$ cat src/rtl/core/wodo_pkg.sv
// Shared constants, types and the CORDIC arctangent table for the wheel odometry block.
package wodo_pkg;

    localparam int CORDIC_STEPS_DEF  = 16;
    localparam int POS_FRAC_BITS_DEF = 8;
    localparam int TABLE_LEN         = 24;
    localparam int IPT_W             = 24;
    localparam logic [IPT_W-1:0] IPT_RESET = 24'd15252;
    localparam logic [32:0] GAIN_Q30 = 33'sd652032874;
    localparam logic [19:0] USEC_PER_SEC = 20'd1000000;

    typedef enum logic [8:0] {
        S_IDLE = 9'b000000001,
        S_DIST = 9'b000000010,
        S_PREP = 9'b000000100,
        S_NUM  = 9'b000001000,
        S_CORD = 9'b000010000,
        S_QSET = 9'b000100000,
        S_QMUL = 9'b001000000,
        S_WAIT = 9'b010000000,
        S_FIN  = 9'b100000000
    } t_state;

    // atan(2^-j) as a 32-bit binary angle
    function automatic logic [29:0] atan_q32(input logic [4:0] j);
        logic [29:0] a;
        case (j)
            5'd0:  a = 30'd536870912;
            5'd1:  a = 30'd316933406;
            5'd2:  a = 30'd167458907;
            5'd3:  a = 30'd85004756;
            5'd4:  a = 30'd42667331;
            5'd5:  a = 30'd21354465;
            5'd6:  a = 30'd10679838;
            5'd7:  a = 30'd5340245;
            5'd8:  a = 30'd2670163;
            5'd9:  a = 30'd1335087;
            5'd10: a = 30'd667544;
            5'd11: a = 30'd333772;
            5'd12: a = 30'd166886;
            5'd13: a = 30'd83443;
            5'd14: a = 30'd41722;
            5'd15: a = 30'd20861;
            5'd16: a = 30'd10430;
            5'd17: a = 30'd5215;
            5'd18: a = 30'd2608;
            5'd19: a = 30'd1304;
            5'd20: a = 30'd652;
            5'd21: a = 30'd326;
            5'd22: a = 30'd163;
            5'd23: a = 30'd81;
            default: a = 30'd0;
        endcase
        return a;
    endfunction

endpackage

$ cat src/rtl/core/wodo_if.sv
// Channel interfaces: input items, result items and the configuration write.
interface wodo_in_if;
    logic        valid;
    logic        ready;
    logic        command;
    logic signed [31:0] encoder_count;
    logic signed [11:0] heading;
    logic [31:0] time_us;
    modport source (output valid, command, encoder_count, heading, time_us, input ready);
    modport sink   (input valid, command, encoder_count, heading, time_us, output ready);
endinterface

interface wodo_out_if;
    logic        valid;
    logic        ready;
    logic signed [31:0] pos_x;
    logic signed [31:0] pos_y;
    logic signed [23:0] step_x;
    logic signed [23:0] step_y;
    logic signed [31:0] velocity;
    logic        time_fault;
    modport source (output valid, pos_x, pos_y, step_x, step_y, velocity, time_fault,
                    input ready);
    modport sink   (input valid, pos_x, pos_y, step_x, step_y, velocity, time_fault,
                    output ready);
endinterface

interface wodo_cfg_if;
    logic        valid;
    logic        ready;
    logic [wodo_pkg::IPT_W-1:0] data;
    modport source (output valid, data, input ready);
    modport sink   (input valid, data, output ready);
endinterface

$ cat src/rtl/core/wodo_div.sv
// Restoring radix-2 divider, one quotient bit per cycle.
module wodo_div #(
    parameter int NW = 68
) (
    input  logic          i_clk,
    input  logic          i_rst_n,
    input  logic          i_start,
    input  logic [NW-1:0] i_num,
    input  logic [31:0]   i_den,
    output logic          o_done,
    output logic [NW-1:0] o_quot
);
    localparam int CW = $clog2(NW + 1);

    logic [NW-1:0] r_q;
    logic [31:0]   r_rem;
    logic [31:0]   r_den;
    logic [CW-1:0] r_cnt;
    logic          r_busy;
    logic          r_done;
    logic [32:0]   w_trial;
    logic [32:0]   w_diff;

    assign w_trial = {r_rem, r_q[NW-1]};
    assign w_diff  = w_trial - {1'b0, r_den};

    always_ff @(posedge i_clk) begin
        if (!i_rst_n) begin
            r_busy <= 1'b0;
            r_done <= 1'b0;
            r_cnt  <= '0;
        end else if (i_start) begin
            r_busy <= 1'b1;
            r_done <= 1'b0;
            r_cnt  <= '0;
        end else if (r_busy) begin
            r_cnt <= r_cnt + 1'b1;
            if (r_cnt == CW'(NW - 1)) begin
                r_busy <= 1'b0;
                r_done <= 1'b1;
            end
        end
    end

    always_ff @(posedge i_clk) begin
        if (i_start) begin
            r_q   <= i_num;
            r_rem <= '0;
            r_den <= i_den;
        end else if (r_busy) begin
            if (!w_diff[32]) begin
                r_rem <= w_diff[31:0];
                r_q   <= {r_q[NW-2:0], 1'b1};
            end else begin
                r_rem <= w_trial[31:0];
                r_q   <= {r_q[NW-2:0], 1'b0};
            end
        end
    end

    assign o_done = r_done;
    assign o_quot = r_q;
endmodule

$ cat src/rtl/core/wheel_odometry_integrator.sv
// Top level of the wheel odometry integrator: sequencer, serial multipliers and CORDIC.
//
// Usage:
//   i_item   : input items (command, encoder_count, heading, time_us), valid/ready.
//   o_result : one result item per input item (pos_x/y, step_x/y, velocity, time_fault).
//   i_cfg    : write of inch_per_tick_q24, always ready; write only while idle.
// An update item: bit-serial count scaling (S_DIST), two setup states (S_PREP, S_NUM),
//   then the velocity divider (DW+20 quotient bits, 60 at POS_FRAC_BITS=8) runs beside
//   CORDIC (CORDIC_STEPS) and the 32-bit serial resolve multiply; the divider is the
//   long pole, so an update item waits in S_WAIT until the divider is done.
// A reset item goes from accept straight to S_FIN: state is captured at accept, result is all zero.
// Throughput: one item at a time; ready is high only while the sequencer is idle.
//   The result sits in an output register, so the next item is accepted while a
//   result waits; a finished item waits in its last state only if that register is
//   still occupied.
// Reset (synchronous, active low): state and position clear, register returns to
//   1/1100 inch per tick, no result pending.
// A stalled receiver holds the result item stable until taken.
module wheel_odometry_integrator #(
    parameter int CORDIC_STEPS  = wodo_pkg::CORDIC_STEPS_DEF,
    parameter int POS_FRAC_BITS = wodo_pkg::POS_FRAC_BITS_DEF
) (
    input  logic        i_clk,
    input  logic        i_rst_n,
    wodo_in_if.sink     i_item,
    wodo_out_if.source  o_result,
    wodo_cfg_if.sink    i_cfg
);
    localparam int S   = 24 - POS_FRAC_BITS;   // shift from Q24 product to position units
    localparam int PRW = 56;                   // 32 x 24 product
    localparam int DW  = PRW - S;              // signed distance width
    localparam int PW  = DW + 32;              // |dist| x |cos| product
    localparam int MW  = PW - 30;              // rounded magnitude
    localparam int SW  = MW + 1;               // signed step
    localparam int NW  = DW + 20;              // dividend |dist| x 1e6

    wodo_pkg::t_state r_state;

    logic [wodo_pkg::IPT_W-1:0] r_ipt;
    logic [31:0] r_zero, r_prevc, r_prevt, r_accx, r_accy, r_dt;
    logic [5:0]  r_cnt;
    logic        r_is_rst;
    logic [11:0] r_head;

    // count scaling: delta x register, one multiplier bit a cycle
    logic signed [PRW-1:0] r_mcand, r_prod;
    logic [wodo_pkg::IPT_W-1:0] r_mplier;
    logic signed [DW-1:0]  r_dist;
    logic [DW-1:0]         r_mag;

    // CORDIC
    logic signed [32:0] r_cx, r_cy;
    logic signed [33:0] r_cz;

    // resolve multiply
    logic [PW-1:0] r_ua, r_px, r_py;
    logic [31:0]   r_ucx, r_ucy;
    logic          r_negx, r_negy;

    logic [NW-1:0] r_num;

    // output register
    logic        r_ovalid;
    logic signed [31:0] r_opx, r_opy, r_ovel;
    logic signed [23:0] r_osx, r_osy;
    logic        r_ofault;

    logic          w_acc_item, w_div_start, w_div_done, w_load;
    logic [NW-1:0] w_quot;

    assign i_cfg.ready  = 1'b1;
    assign i_item.ready = (r_state == wodo_pkg::S_IDLE);
    assign w_acc_item   = i_item.valid && i_item.ready;
    assign w_div_start  = (r_state == wodo_pkg::S_CORD) && (r_cnt == '0);
    assign w_load       = (r_state == wodo_pkg::S_FIN) && (!r_ovalid || o_result.ready);

    wodo_div #(.NW(NW)) u_div (
        .i_clk   (i_clk),
        .i_rst_n (i_rst_n),
        .i_start (w_div_start),
        .i_num   (r_num),
        .i_den   (r_dt),
        .o_done  (w_div_done),
        .o_quot  (w_quot)
    );

    // ---- accept-time arithmetic ----
    logic [31:0] w_count, w_delta;
    assign w_count = i_item.encoder_count - r_zero;
    assign w_delta = w_count - r_prevc;

    // ---- distance rounding (half up, floor shift) ----
    logic signed [PRW-1:0] w_rsum;
    logic signed [DW-1:0]  w_dist;
    assign w_rsum = r_prod + (PRW'(1) <<< (S - 1));
    assign w_dist = w_rsum[PRW-1:S];

    // ---- CORDIC start: left half plane folds by half a turn ----
    logic        w_flip;
    logic [31:0] w_ang;
    assign w_flip = r_head[11] ^ r_head[10];
    assign w_ang  = {r_head, 20'd0} ^ {w_flip, 31'd0};

    logic signed [32:0] w_dx, w_dy;
    logic [29:0]        w_atan;
    assign w_dx   = r_cy >>> r_cnt[4:0];
    assign w_dy   = r_cx >>> r_cnt[4:0];
    assign w_atan = wodo_pkg::atan_q32(r_cnt[4:0]);

    // ---- final rounding, saturation, velocity ----
    logic [PW-1:0]        w_sumx, w_sumy;
    logic [MW-1:0]        w_mx, w_my;
    logic signed [SW-1:0] w_sx, w_sy;
    logic signed [23:0]   w_satx, w_saty;
    logic [31:0]          w_nax, w_nay;
    logic                 w_dneg;
    logic [NW-1:0]        w_lim, w_v;
    logic [31:0]          w_vel;
    logic                 w_fault;

    assign w_sumx = r_px + (PW'(1) << 29);
    assign w_sumy = r_py + (PW'(1) << 29);
    assign w_mx   = w_sumx[PW-1:30];
    assign w_my   = w_sumy[PW-1:30];
    assign w_sx   = r_negx ? -$signed({1'b0, w_mx}) : $signed({1'b0, w_mx});
    assign w_sy   = r_negy ? -$signed({1'b0, w_my}) : $signed({1'b0, w_my});

    always_comb begin
        if (w_sx > $signed(SW'(8388607)))       w_satx = 24'sh7FFFFF;
        else if (w_sx < -$signed(SW'(8388608))) w_satx = 24'sh800000;
        else                                    w_satx = w_sx[23:0];
        if (w_sy > $signed(SW'(8388607)))       w_saty = 24'sh7FFFFF;
        else if (w_sy < -$signed(SW'(8388608))) w_saty = 24'sh800000;
        else                                    w_saty = w_sy[23:0];
    end

    assign w_nax  = r_accx + w_sx[31:0];
    assign w_nay  = r_accy + w_sy[31:0];
    assign w_dneg = r_dist[DW-1];
    assign w_lim  = w_dneg ? NW'(33'h080000000) : NW'(33'h07FFFFFFF);
    assign w_v    = (w_quot > w_lim) ? w_lim : w_quot;
    assign w_fault = (r_dt == '0);

    always_comb begin
        if (w_fault) begin
            if (w_dneg)             w_vel = 32'h80000000;
            else if (r_dist != '0)  w_vel = 32'h7FFFFFFF;
            else                    w_vel = 32'h0;
        end else begin
            w_vel = w_dneg ? -w_v[31:0] : w_v[31:0];
        end
    end

    // ---- configuration ----
    always_ff @(posedge i_clk) begin
        if (!i_rst_n) begin
            r_ipt <= wodo_pkg::IPT_RESET;
        end else if (i_cfg.valid) begin
            r_ipt <= i_cfg.data;
        end
    end

    // ---- sequencer and odometry state ----
    always_ff @(posedge i_clk) begin
        if (!i_rst_n) begin
            r_state  <= wodo_pkg::S_IDLE;
            r_cnt    <= '0;
            r_zero   <= '0;
            r_prevc  <= '0;
            r_prevt  <= '0;
            r_accx   <= '0;
            r_accy   <= '0;
            r_is_rst <= 1'b0;
        end else begin
            case (r_state)
                wodo_pkg::S_IDLE: begin
                    if (w_acc_item) begin
                        r_cnt <= '0;
                        if (i_item.command) begin
                            r_zero   <= i_item.encoder_count;
                            r_prevc  <= '0;
                            r_prevt  <= i_item.time_us;
                            r_accx   <= '0;
                            r_accy   <= '0;
                            r_is_rst <= 1'b1;
                            r_state  <= wodo_pkg::S_FIN;
                        end else begin
                            r_prevc  <= w_count;
                            r_prevt  <= i_item.time_us;
                            r_is_rst <= 1'b0;
                            r_state  <= wodo_pkg::S_DIST;
                        end
                    end
                end
                wodo_pkg::S_DIST: begin
                    r_cnt <= r_cnt + 1'b1;
                    if (r_cnt == 6'(wodo_pkg::IPT_W - 1)) r_state <= wodo_pkg::S_PREP;
                end
                wodo_pkg::S_PREP: r_state <= wodo_pkg::S_NUM;
                wodo_pkg::S_NUM: begin
                    r_cnt   <= '0;
                    r_state <= wodo_pkg::S_CORD;
                end
                wodo_pkg::S_CORD: begin
                    r_cnt <= r_cnt + 1'b1;
                    if (r_cnt == 6'(CORDIC_STEPS - 1)) r_state <= wodo_pkg::S_QSET;
                end
                wodo_pkg::S_QSET: begin
                    r_cnt   <= '0;
                    r_state <= wodo_pkg::S_QMUL;
                end
                wodo_pkg::S_QMUL: begin
                    r_cnt <= r_cnt + 1'b1;
                    if (r_cnt == 6'd31) r_state <= wodo_pkg::S_WAIT;
                end
                wodo_pkg::S_WAIT: begin
                    if (w_div_done) r_state <= wodo_pkg::S_FIN;
                end
                wodo_pkg::S_FIN: begin
                    if (w_load) begin
                        if (!r_is_rst) begin
                            r_accx <= w_nax;
                            r_accy <= w_nay;
                        end
                        r_state <= wodo_pkg::S_IDLE;
                    end
                end
                default: r_state <= wodo_pkg::S_IDLE;
            endcase
        end
    end

    // ---- datapath registers ----
    always_ff @(posedge i_clk) begin
        case (r_state)
            wodo_pkg::S_IDLE: begin
                if (w_acc_item) begin
                    r_dt     <= i_item.time_us - r_prevt;
                    r_head   <= i_item.heading;
                    r_mcand  <= PRW'($signed(w_delta));
                    r_mplier <= r_ipt;
                    r_prod   <= '0;
                end
            end
            wodo_pkg::S_DIST: begin
                if (r_mplier[0]) r_prod <= r_prod + r_mcand;
                r_mcand  <= r_mcand <<< 1;
                r_mplier <= r_mplier >> 1;
            end
            wodo_pkg::S_PREP: begin
                r_dist <= w_dist;
                r_mag  <= w_dist[DW-1] ? DW'(-w_dist) : DW'(w_dist);
                r_cx   <= w_flip ? -wodo_pkg::GAIN_Q30 : wodo_pkg::GAIN_Q30;
                r_cy   <= '0;
                r_cz   <= 34'($signed(w_ang));
            end
            wodo_pkg::S_NUM: begin
                r_num <= NW'({20'd0, r_mag} * NW'(wodo_pkg::USEC_PER_SEC));
                r_ua  <= PW'(r_mag);
            end
            wodo_pkg::S_CORD: begin
                if (!r_cz[33]) begin
                    r_cx <= r_cx - w_dx;
                    r_cy <= r_cy + w_dy;
                    r_cz <= r_cz - $signed({4'd0, w_atan});
                end else begin
                    r_cx <= r_cx + w_dx;
                    r_cy <= r_cy - w_dy;
                    r_cz <= r_cz + $signed({4'd0, w_atan});
                end
            end
            wodo_pkg::S_QSET: begin
                r_ucx  <= r_cx[32] ? 32'(-r_cx) : r_cx[31:0];
                r_ucy  <= r_cy[32] ? 32'(-r_cy) : r_cy[31:0];
                r_negx <= w_dneg ^ r_cx[32];
                r_negy <= w_dneg ^ r_cy[32];
                r_px   <= '0;
                r_py   <= '0;
            end
            wodo_pkg::S_QMUL: begin
                if (r_ucx[0]) r_px <= r_px + r_ua;
                if (r_ucy[0]) r_py <= r_py + r_ua;
                r_ua  <= r_ua << 1;
                r_ucx <= r_ucx >> 1;
                r_ucy <= r_ucy >> 1;
            end
            default: begin
            end
        endcase
    end

    // ---- output register ----
    always_ff @(posedge i_clk) begin
        if (!i_rst_n) begin
            r_ovalid <= 1'b0;
        end else if (w_load) begin
            r_ovalid <= 1'b1;
        end else if (o_result.ready) begin
            r_ovalid <= 1'b0;
        end
    end

    always_ff @(posedge i_clk) begin
        if (w_load) begin
            if (r_is_rst) begin
                r_opx    <= '0;
                r_opy    <= '0;
                r_osx    <= '0;
                r_osy    <= '0;
                r_ovel   <= '0;
                r_ofault <= 1'b0;
            end else begin
                r_opx    <= w_nax;
                r_opy    <= w_nay;
                r_osx    <= w_satx;
                r_osy    <= w_saty;
                r_ovel   <= w_vel;
                r_ofault <= w_fault;
            end
        end
    end

    assign o_result.valid      = r_ovalid;
    assign o_result.pos_x      = r_opx;
    assign o_result.pos_y      = r_opy;
    assign o_result.step_x     = r_osx;
    assign o_result.step_y     = r_osy;
    assign o_result.velocity   = r_ovel;
    assign o_result.time_fault = r_ofault;

    // ---- assertions ----
    a_rst_item_fast: assert property (@(posedge i_clk) disable iff (!i_rst_n)
        (w_acc_item && i_item.command) |=> (r_state == wodo_pkg::S_FIN))
        else $error("reset item did not go straight to finish");

    a_load_shows: assert property (@(posedge i_clk) disable iff (!i_rst_n)
        w_load |=> o_result.valid)
        else $error("finished item not presented");

    a_div_before_fin: assert property (@(posedge i_clk) disable iff (!i_rst_n)
        ((r_state == wodo_pkg::S_FIN) && !r_is_rst) |-> w_div_done)
        else $error("update finished before divider");

    a_fault_vel: assert property (@(posedge i_clk) disable iff (!i_rst_n)
        (o_result.valid && o_result.time_fault) |->
        (o_result.velocity == 32'sh7FFFFFFF || o_result.velocity == 32'sh80000000 ||
         o_result.velocity == 32'sh0))
        else $error("time fault with unsaturated velocity");

endmodule

$ cat src/flat_wrapper.sv
// flat-port wrapper written by rule: the top's interface ports become plain ports
module wheel_odometry_integrator_flat 
#(
    parameter int CORDIC_STEPS  = wodo_pkg::CORDIC_STEPS_DEF,
    parameter int POS_FRAC_BITS = wodo_pkg::POS_FRAC_BITS_DEF
)
  (i_clk, i_rst_n, i_item_valid, i_item_command, i_item_encoder_count, i_item_heading, i_item_time_us, i_item_ready, o_result_valid, o_result_pos_x, o_result_pos_y, o_result_step_x, o_result_step_y, o_result_velocity, o_result_time_fault, o_result_ready, i_cfg_valid, i_cfg_data, i_cfg_ready);
  wodo_in_if i_item_i ();
  wodo_out_if o_result_i ();
  wodo_cfg_if i_cfg_i ();
  input  logic i_clk;
  input  logic i_rst_n;
  input wire logic [$bits(i_item_i.valid)-1:0] i_item_valid;
  input wire logic [$bits(i_item_i.command)-1:0] i_item_command;
  input wire logic [$bits(i_item_i.encoder_count)-1:0] i_item_encoder_count;
  input wire logic [$bits(i_item_i.heading)-1:0] i_item_heading;
  input wire logic [$bits(i_item_i.time_us)-1:0] i_item_time_us;
  output wire logic [$bits(i_item_i.ready)-1:0] i_item_ready;
  output wire logic [$bits(o_result_i.valid)-1:0] o_result_valid;
  output wire logic [$bits(o_result_i.pos_x)-1:0] o_result_pos_x;
  output wire logic [$bits(o_result_i.pos_y)-1:0] o_result_pos_y;
  output wire logic [$bits(o_result_i.step_x)-1:0] o_result_step_x;
  output wire logic [$bits(o_result_i.step_y)-1:0] o_result_step_y;
  output wire logic [$bits(o_result_i.velocity)-1:0] o_result_velocity;
  output wire logic [$bits(o_result_i.time_fault)-1:0] o_result_time_fault;
  input wire logic [$bits(o_result_i.ready)-1:0] o_result_ready;
  input wire logic [$bits(i_cfg_i.valid)-1:0] i_cfg_valid;
  input wire logic [$bits(i_cfg_i.data)-1:0] i_cfg_data;
  output wire logic [$bits(i_cfg_i.ready)-1:0] i_cfg_ready;
  assign i_item_i.valid = i_item_valid;
  assign i_item_i.command = i_item_command;
  assign i_item_i.encoder_count = i_item_encoder_count;
  assign i_item_i.heading = i_item_heading;
  assign i_item_i.time_us = i_item_time_us;
  assign i_item_ready = i_item_i.ready;
  assign o_result_valid = o_result_i.valid;
  assign o_result_pos_x = o_result_i.pos_x;
  assign o_result_pos_y = o_result_i.pos_y;
  assign o_result_step_x = o_result_i.step_x;
  assign o_result_step_y = o_result_i.step_y;
  assign o_result_velocity = o_result_i.velocity;
  assign o_result_time_fault = o_result_i.time_fault;
  assign o_result_i.ready = o_result_ready;
  assign i_cfg_i.valid = i_cfg_valid;
  assign i_cfg_i.data = i_cfg_data;
  assign i_cfg_ready = i_cfg_i.ready;
  wheel_odometry_integrator #(.CORDIC_STEPS(CORDIC_STEPS), .POS_FRAC_BITS(POS_FRAC_BITS)) u_core (.i_clk(i_clk), .i_rst_n(i_rst_n), .i_item(i_item_i), .o_result(o_result_i), .i_cfg(i_cfg_i));
endmodule
$ cat config.mk
export PLATFORM = sky130hd
export DESIGN_NAME = wheel_odometry_integrator_flat
export DESIGN_NICKNAME = d
export VERILOG_FILES = /design/src/rtl/core/wodo_pkg.sv /design/src/rtl/core/wodo_if.sv /design/src/rtl/core/wodo_div.sv /design/src/rtl/core/wheel_odometry_integrator.sv /design/src/flat_wrapper.sv
export SDC_FILE = /design/constraint.sdc
export NUM_CORES = 2
export LEC_CHECK = 0
export BUFFER_PORTS_ARGS = -buffer_cell sky130_fd_sc_hd__buf_2
export CORE_MARGIN = 8
export CORE_UTILIZATION = 51
export CTS_CLUSTER_DIAMETER = 30
export DETAILED_ROUTE_END_ITERATION = 12
export PLACE_DENSITY = 0.65
export SYNTH_ARGS = -nofsm -noshare
export SYNTH_HDL_FRONTEND = slang
export SYNTH_HIERARCHICAL = 1
export SYNTH_SLANG_ARGS = --single-unit
export TNS_END_PERCENT = 100
$ cat constraint.sdc
create_clock -name i_clk -period 27.8 [get_ports i_clk]
set_input_delay 8.34 -clock i_clk [delete_from_list [all_inputs] [get_ports i_clk]]
set_output_delay 8.34 -clock i_clk [all_outputs]
set_load 0.05 [all_outputs]
==> flow_metrics.tcl <==
set metrics [dict create \
    status "finished, final reports clean" \
    cts.clk_slew.worst_paths_ps 50 \
    end_kind "flop" \
    hold_buffers 0 \
    synth_most_common_cell "edfxtp_1" \
    fill_cells 15243 \
    maxCapViolations 0 \
    cts_buffers 317 \
    grt_pass1_vias 71571 \
    synth_cell_types 109 \
    cts_sinks 1203 \
    avgSynthCellArea_um2 9.37 \
    timing.critical_path.buf_inv 4 \
    place_inst 12100 \
    timing_worst_setup_path_type "in -> reg" \
    clock_tree.root_cell "clkbuf_16" \
    setup_viol 0 \
    die_w_um 440 \
    drive_gt1_share_pct 11.0 \
    fp.dieArea_um2 194000 \
    vias 73871 \
    core-area_um2 179000 \
    cp_top_family "compound AO/OA/AOI/OAI gates" \
    startpoint "i_item_encoder_count[0]" \
    rows 155 \
    rsz0062_at_grt "false" \
    hp-start "u_core/r_prevt[2]$_SDFFE_PN0P_" \
    crit_slowest_cell "a2111oi_0" \
    cp-start-kind "primary input" \
    clock_skew_ps 62.1 \
    start_util_pct 51.4 \
    cp_slowest_stage_delay_ps 900 \
    yosysTopAreaCell "edfxtp_1" \
    portBuffers 252 \
    yosysTopAreaCellShare_pct 30.5 \
    htreeDepth 5 \
    powerDensity_nw_per_um2 79.0 \
    grt_max_degree 99 \
    period_needed_ps 14300 \
    yosysWarnings 6 \
    grt_usage_pct 24.1 \
    io_pins 254 \
    r2r_start "u_core/r_dist[0]$_DFFE_PP_" \
    antenna_found_initial 4 \
    finalNonFillerCells 12665 \
    syn_inst 9793 \
    syn-cell-area_um2 91700 \
    grt_overflow 0 \
    total_power_w 0.00834 \
    grt_pass1_wl_um 385000 \
    wl_um 241000 \
    relSlewSlack_pct 18.4 \
    ctsResizeCount 0 \
    routed_via_density 5.83 \
    area_growth_pct 15.1 \
    die_h_um 440 \
    synth-seq-cells 1203 \
    synth_area_leaders "edfxtp_1 (31%), ha_1 (9.7%), dfxtp_1 (5.9%)" \
    utilization_pct 59.1 \
    drtIter0Drc 5872 \
    drc 0 \
    async_reset_ff_share_pct 0 \
    fin_nets 11069 \
    min_path_type "reg -> reg" \
    critPathArrivalTime_ps 14940 \
    synth_commonest_cells "edfxtp_1 (932), nand2_1 (922), nor2_1 (847), a21oi_1 (717), ha_1 (712)" \
    ant_nets 0 \
    slew_violations 0 \
    worst_pin_slew_ps 1220 \
    hpwlAfterDp_um 178000 \
    post_cts.repair.setup_buffers 0 \
    clk_latency_ps 910 \
    clockBufferDepth 4 \
    fin_tns_setup_ps 0 \
    gp_congestion 0.918 \
    hold_viol_final 0 \
    wl_per_cell_um 19.0 \
    finalCritPeriodShare_pct 51.4 \
    synth_flop_cell "edfxtp_1" \
    synth_enable_flop_cells 932 \
    leakagePower_nw 42.3 \
    cp_data_required_time_ps 28440 \
    firstDrtPassIters 6 \
    worst_path_most_repeated_cell "a21oi_1" \
    cts_tree "done" \
    fmax_ghz 0.0699 \
    ir_worst_vdd_mv 0.0540 \
    crit_fanout 25 \
    yosysSeqAreaShare_pct 36.4 \
]
tightest hold or removal path, cell delays in order, from the launching register on:
cell and delay, ps:
dfxtp_1 300, nand2_1 50, a21oi_1 50
layer usage:
layer  track usage, %  vias to the layer above  wire [um]
met4             7.28                        0       6400
met5                0                        -          0
met2             39.2                     2136     110000
met1             33.6                    35259     111000
met3             3.40                      435      13500
li1                 -                    36041          -
cells by family after synthesis:
logic type | count (synthesis) | share of synthesized area [%]
and+or+nand+nor | 3076 | 16.0
AOI/OAI and AO/OA | 2491 | 17.4
DFF | 1203 | 36.4
buffers and inverters | 1004 | 4.20
adders and majority gates | 899 | 13.8
xor gates and xnor gates | 863 | 8.28
muxes | 255 | 3.93
other | 2 | 0.00819
final cells by class:
type	count	area, um2	share of cell area, %
Antenna cell	3	7.51	0.00711
Timing Repair Buffer	319	1770	1.67
Clock inverter	198	2080	1.97
Tap cell	2355	2950	2.79
Inverter	632	2370	2.25
Multi-Input combinational cell	7591	54600	51.7
Sequential cell	1203	33400	31.7
Clock buffer	364	8350	7.91
final timing paths:
path | cells past startpoint | slack [ps] | endpoint
hold reg to reg | 2 | 450 | u_core/r_prevt[2]$_SDFFE_PN0P_
hold / removal | 2 | 450 | u_core/r_prevt[2]$_SDFFE_PN0P_
setup reg to reg | 22 | 19990 | u_core/r_num[58]$_DFFE_PP_
setup / recovery | 31 | 13500 | u_core/r_mcand[39]$_DFFE_PP_
cell usage in the layout (no fill, tap or decap), types with 82 or more instances in the layout:
cell type	instances
edfxtp_1	932
nand2_1	913
nor2_1	845
a21oi_1	717
ha_1	712
inv_1	617
o21ai_0	572
xnor2_1	470
xor2_1	390
clkbuf_16	324
a21o_1	275
dfxtp_1	266
buf_2	251
nand3_1	210
nor3_1	206
fa_1	187
nor2b_1	178
and2_1	120
nand2b_1	106
o21a_1	103
a31oi_1	99
mux2i_1	92
nand4_1	91
mux2_2	88
o31ai_1	83
and3_1	82
sequential cells by signal (all words and copies together), names as in the netlist, 33 cells and up:
signal,cells
u_core/r_prod,56
u_core/u_div/o_quot,60
u_core/r_mag,39
u_core/r_cy,33
u_core/r_ua,72
u_core/r_py,72
u_core/r_dist,40
u_core/r_mcand,56
u_core/r_cz,34
u_core/r_num,54
u_core/r_px,72
u_core/r_cx,33
power by group:
part           internal, W  total, W  switching (W)  leakage, nW
clock network      0.00244   0.00355        0.00111         5.09
logic              0.00100   0.00244        0.00144         26.8
registers          0.00221   0.00235       0.000142         10.4
metrics by stage:
stage | cell area [um2] | setup WS (ps) | hold WS, ps
CTS | 106000 | 13550 | 454
detailed placement | 95100 | 12640 | 440
global route | 106000 | 12840 | 464
finish | 106000 | 13500 | 452
global placement | 95100 | 12750 | 439
floorplan | 91800 | 12720 | 427
(Power assumes the default switching activity.)
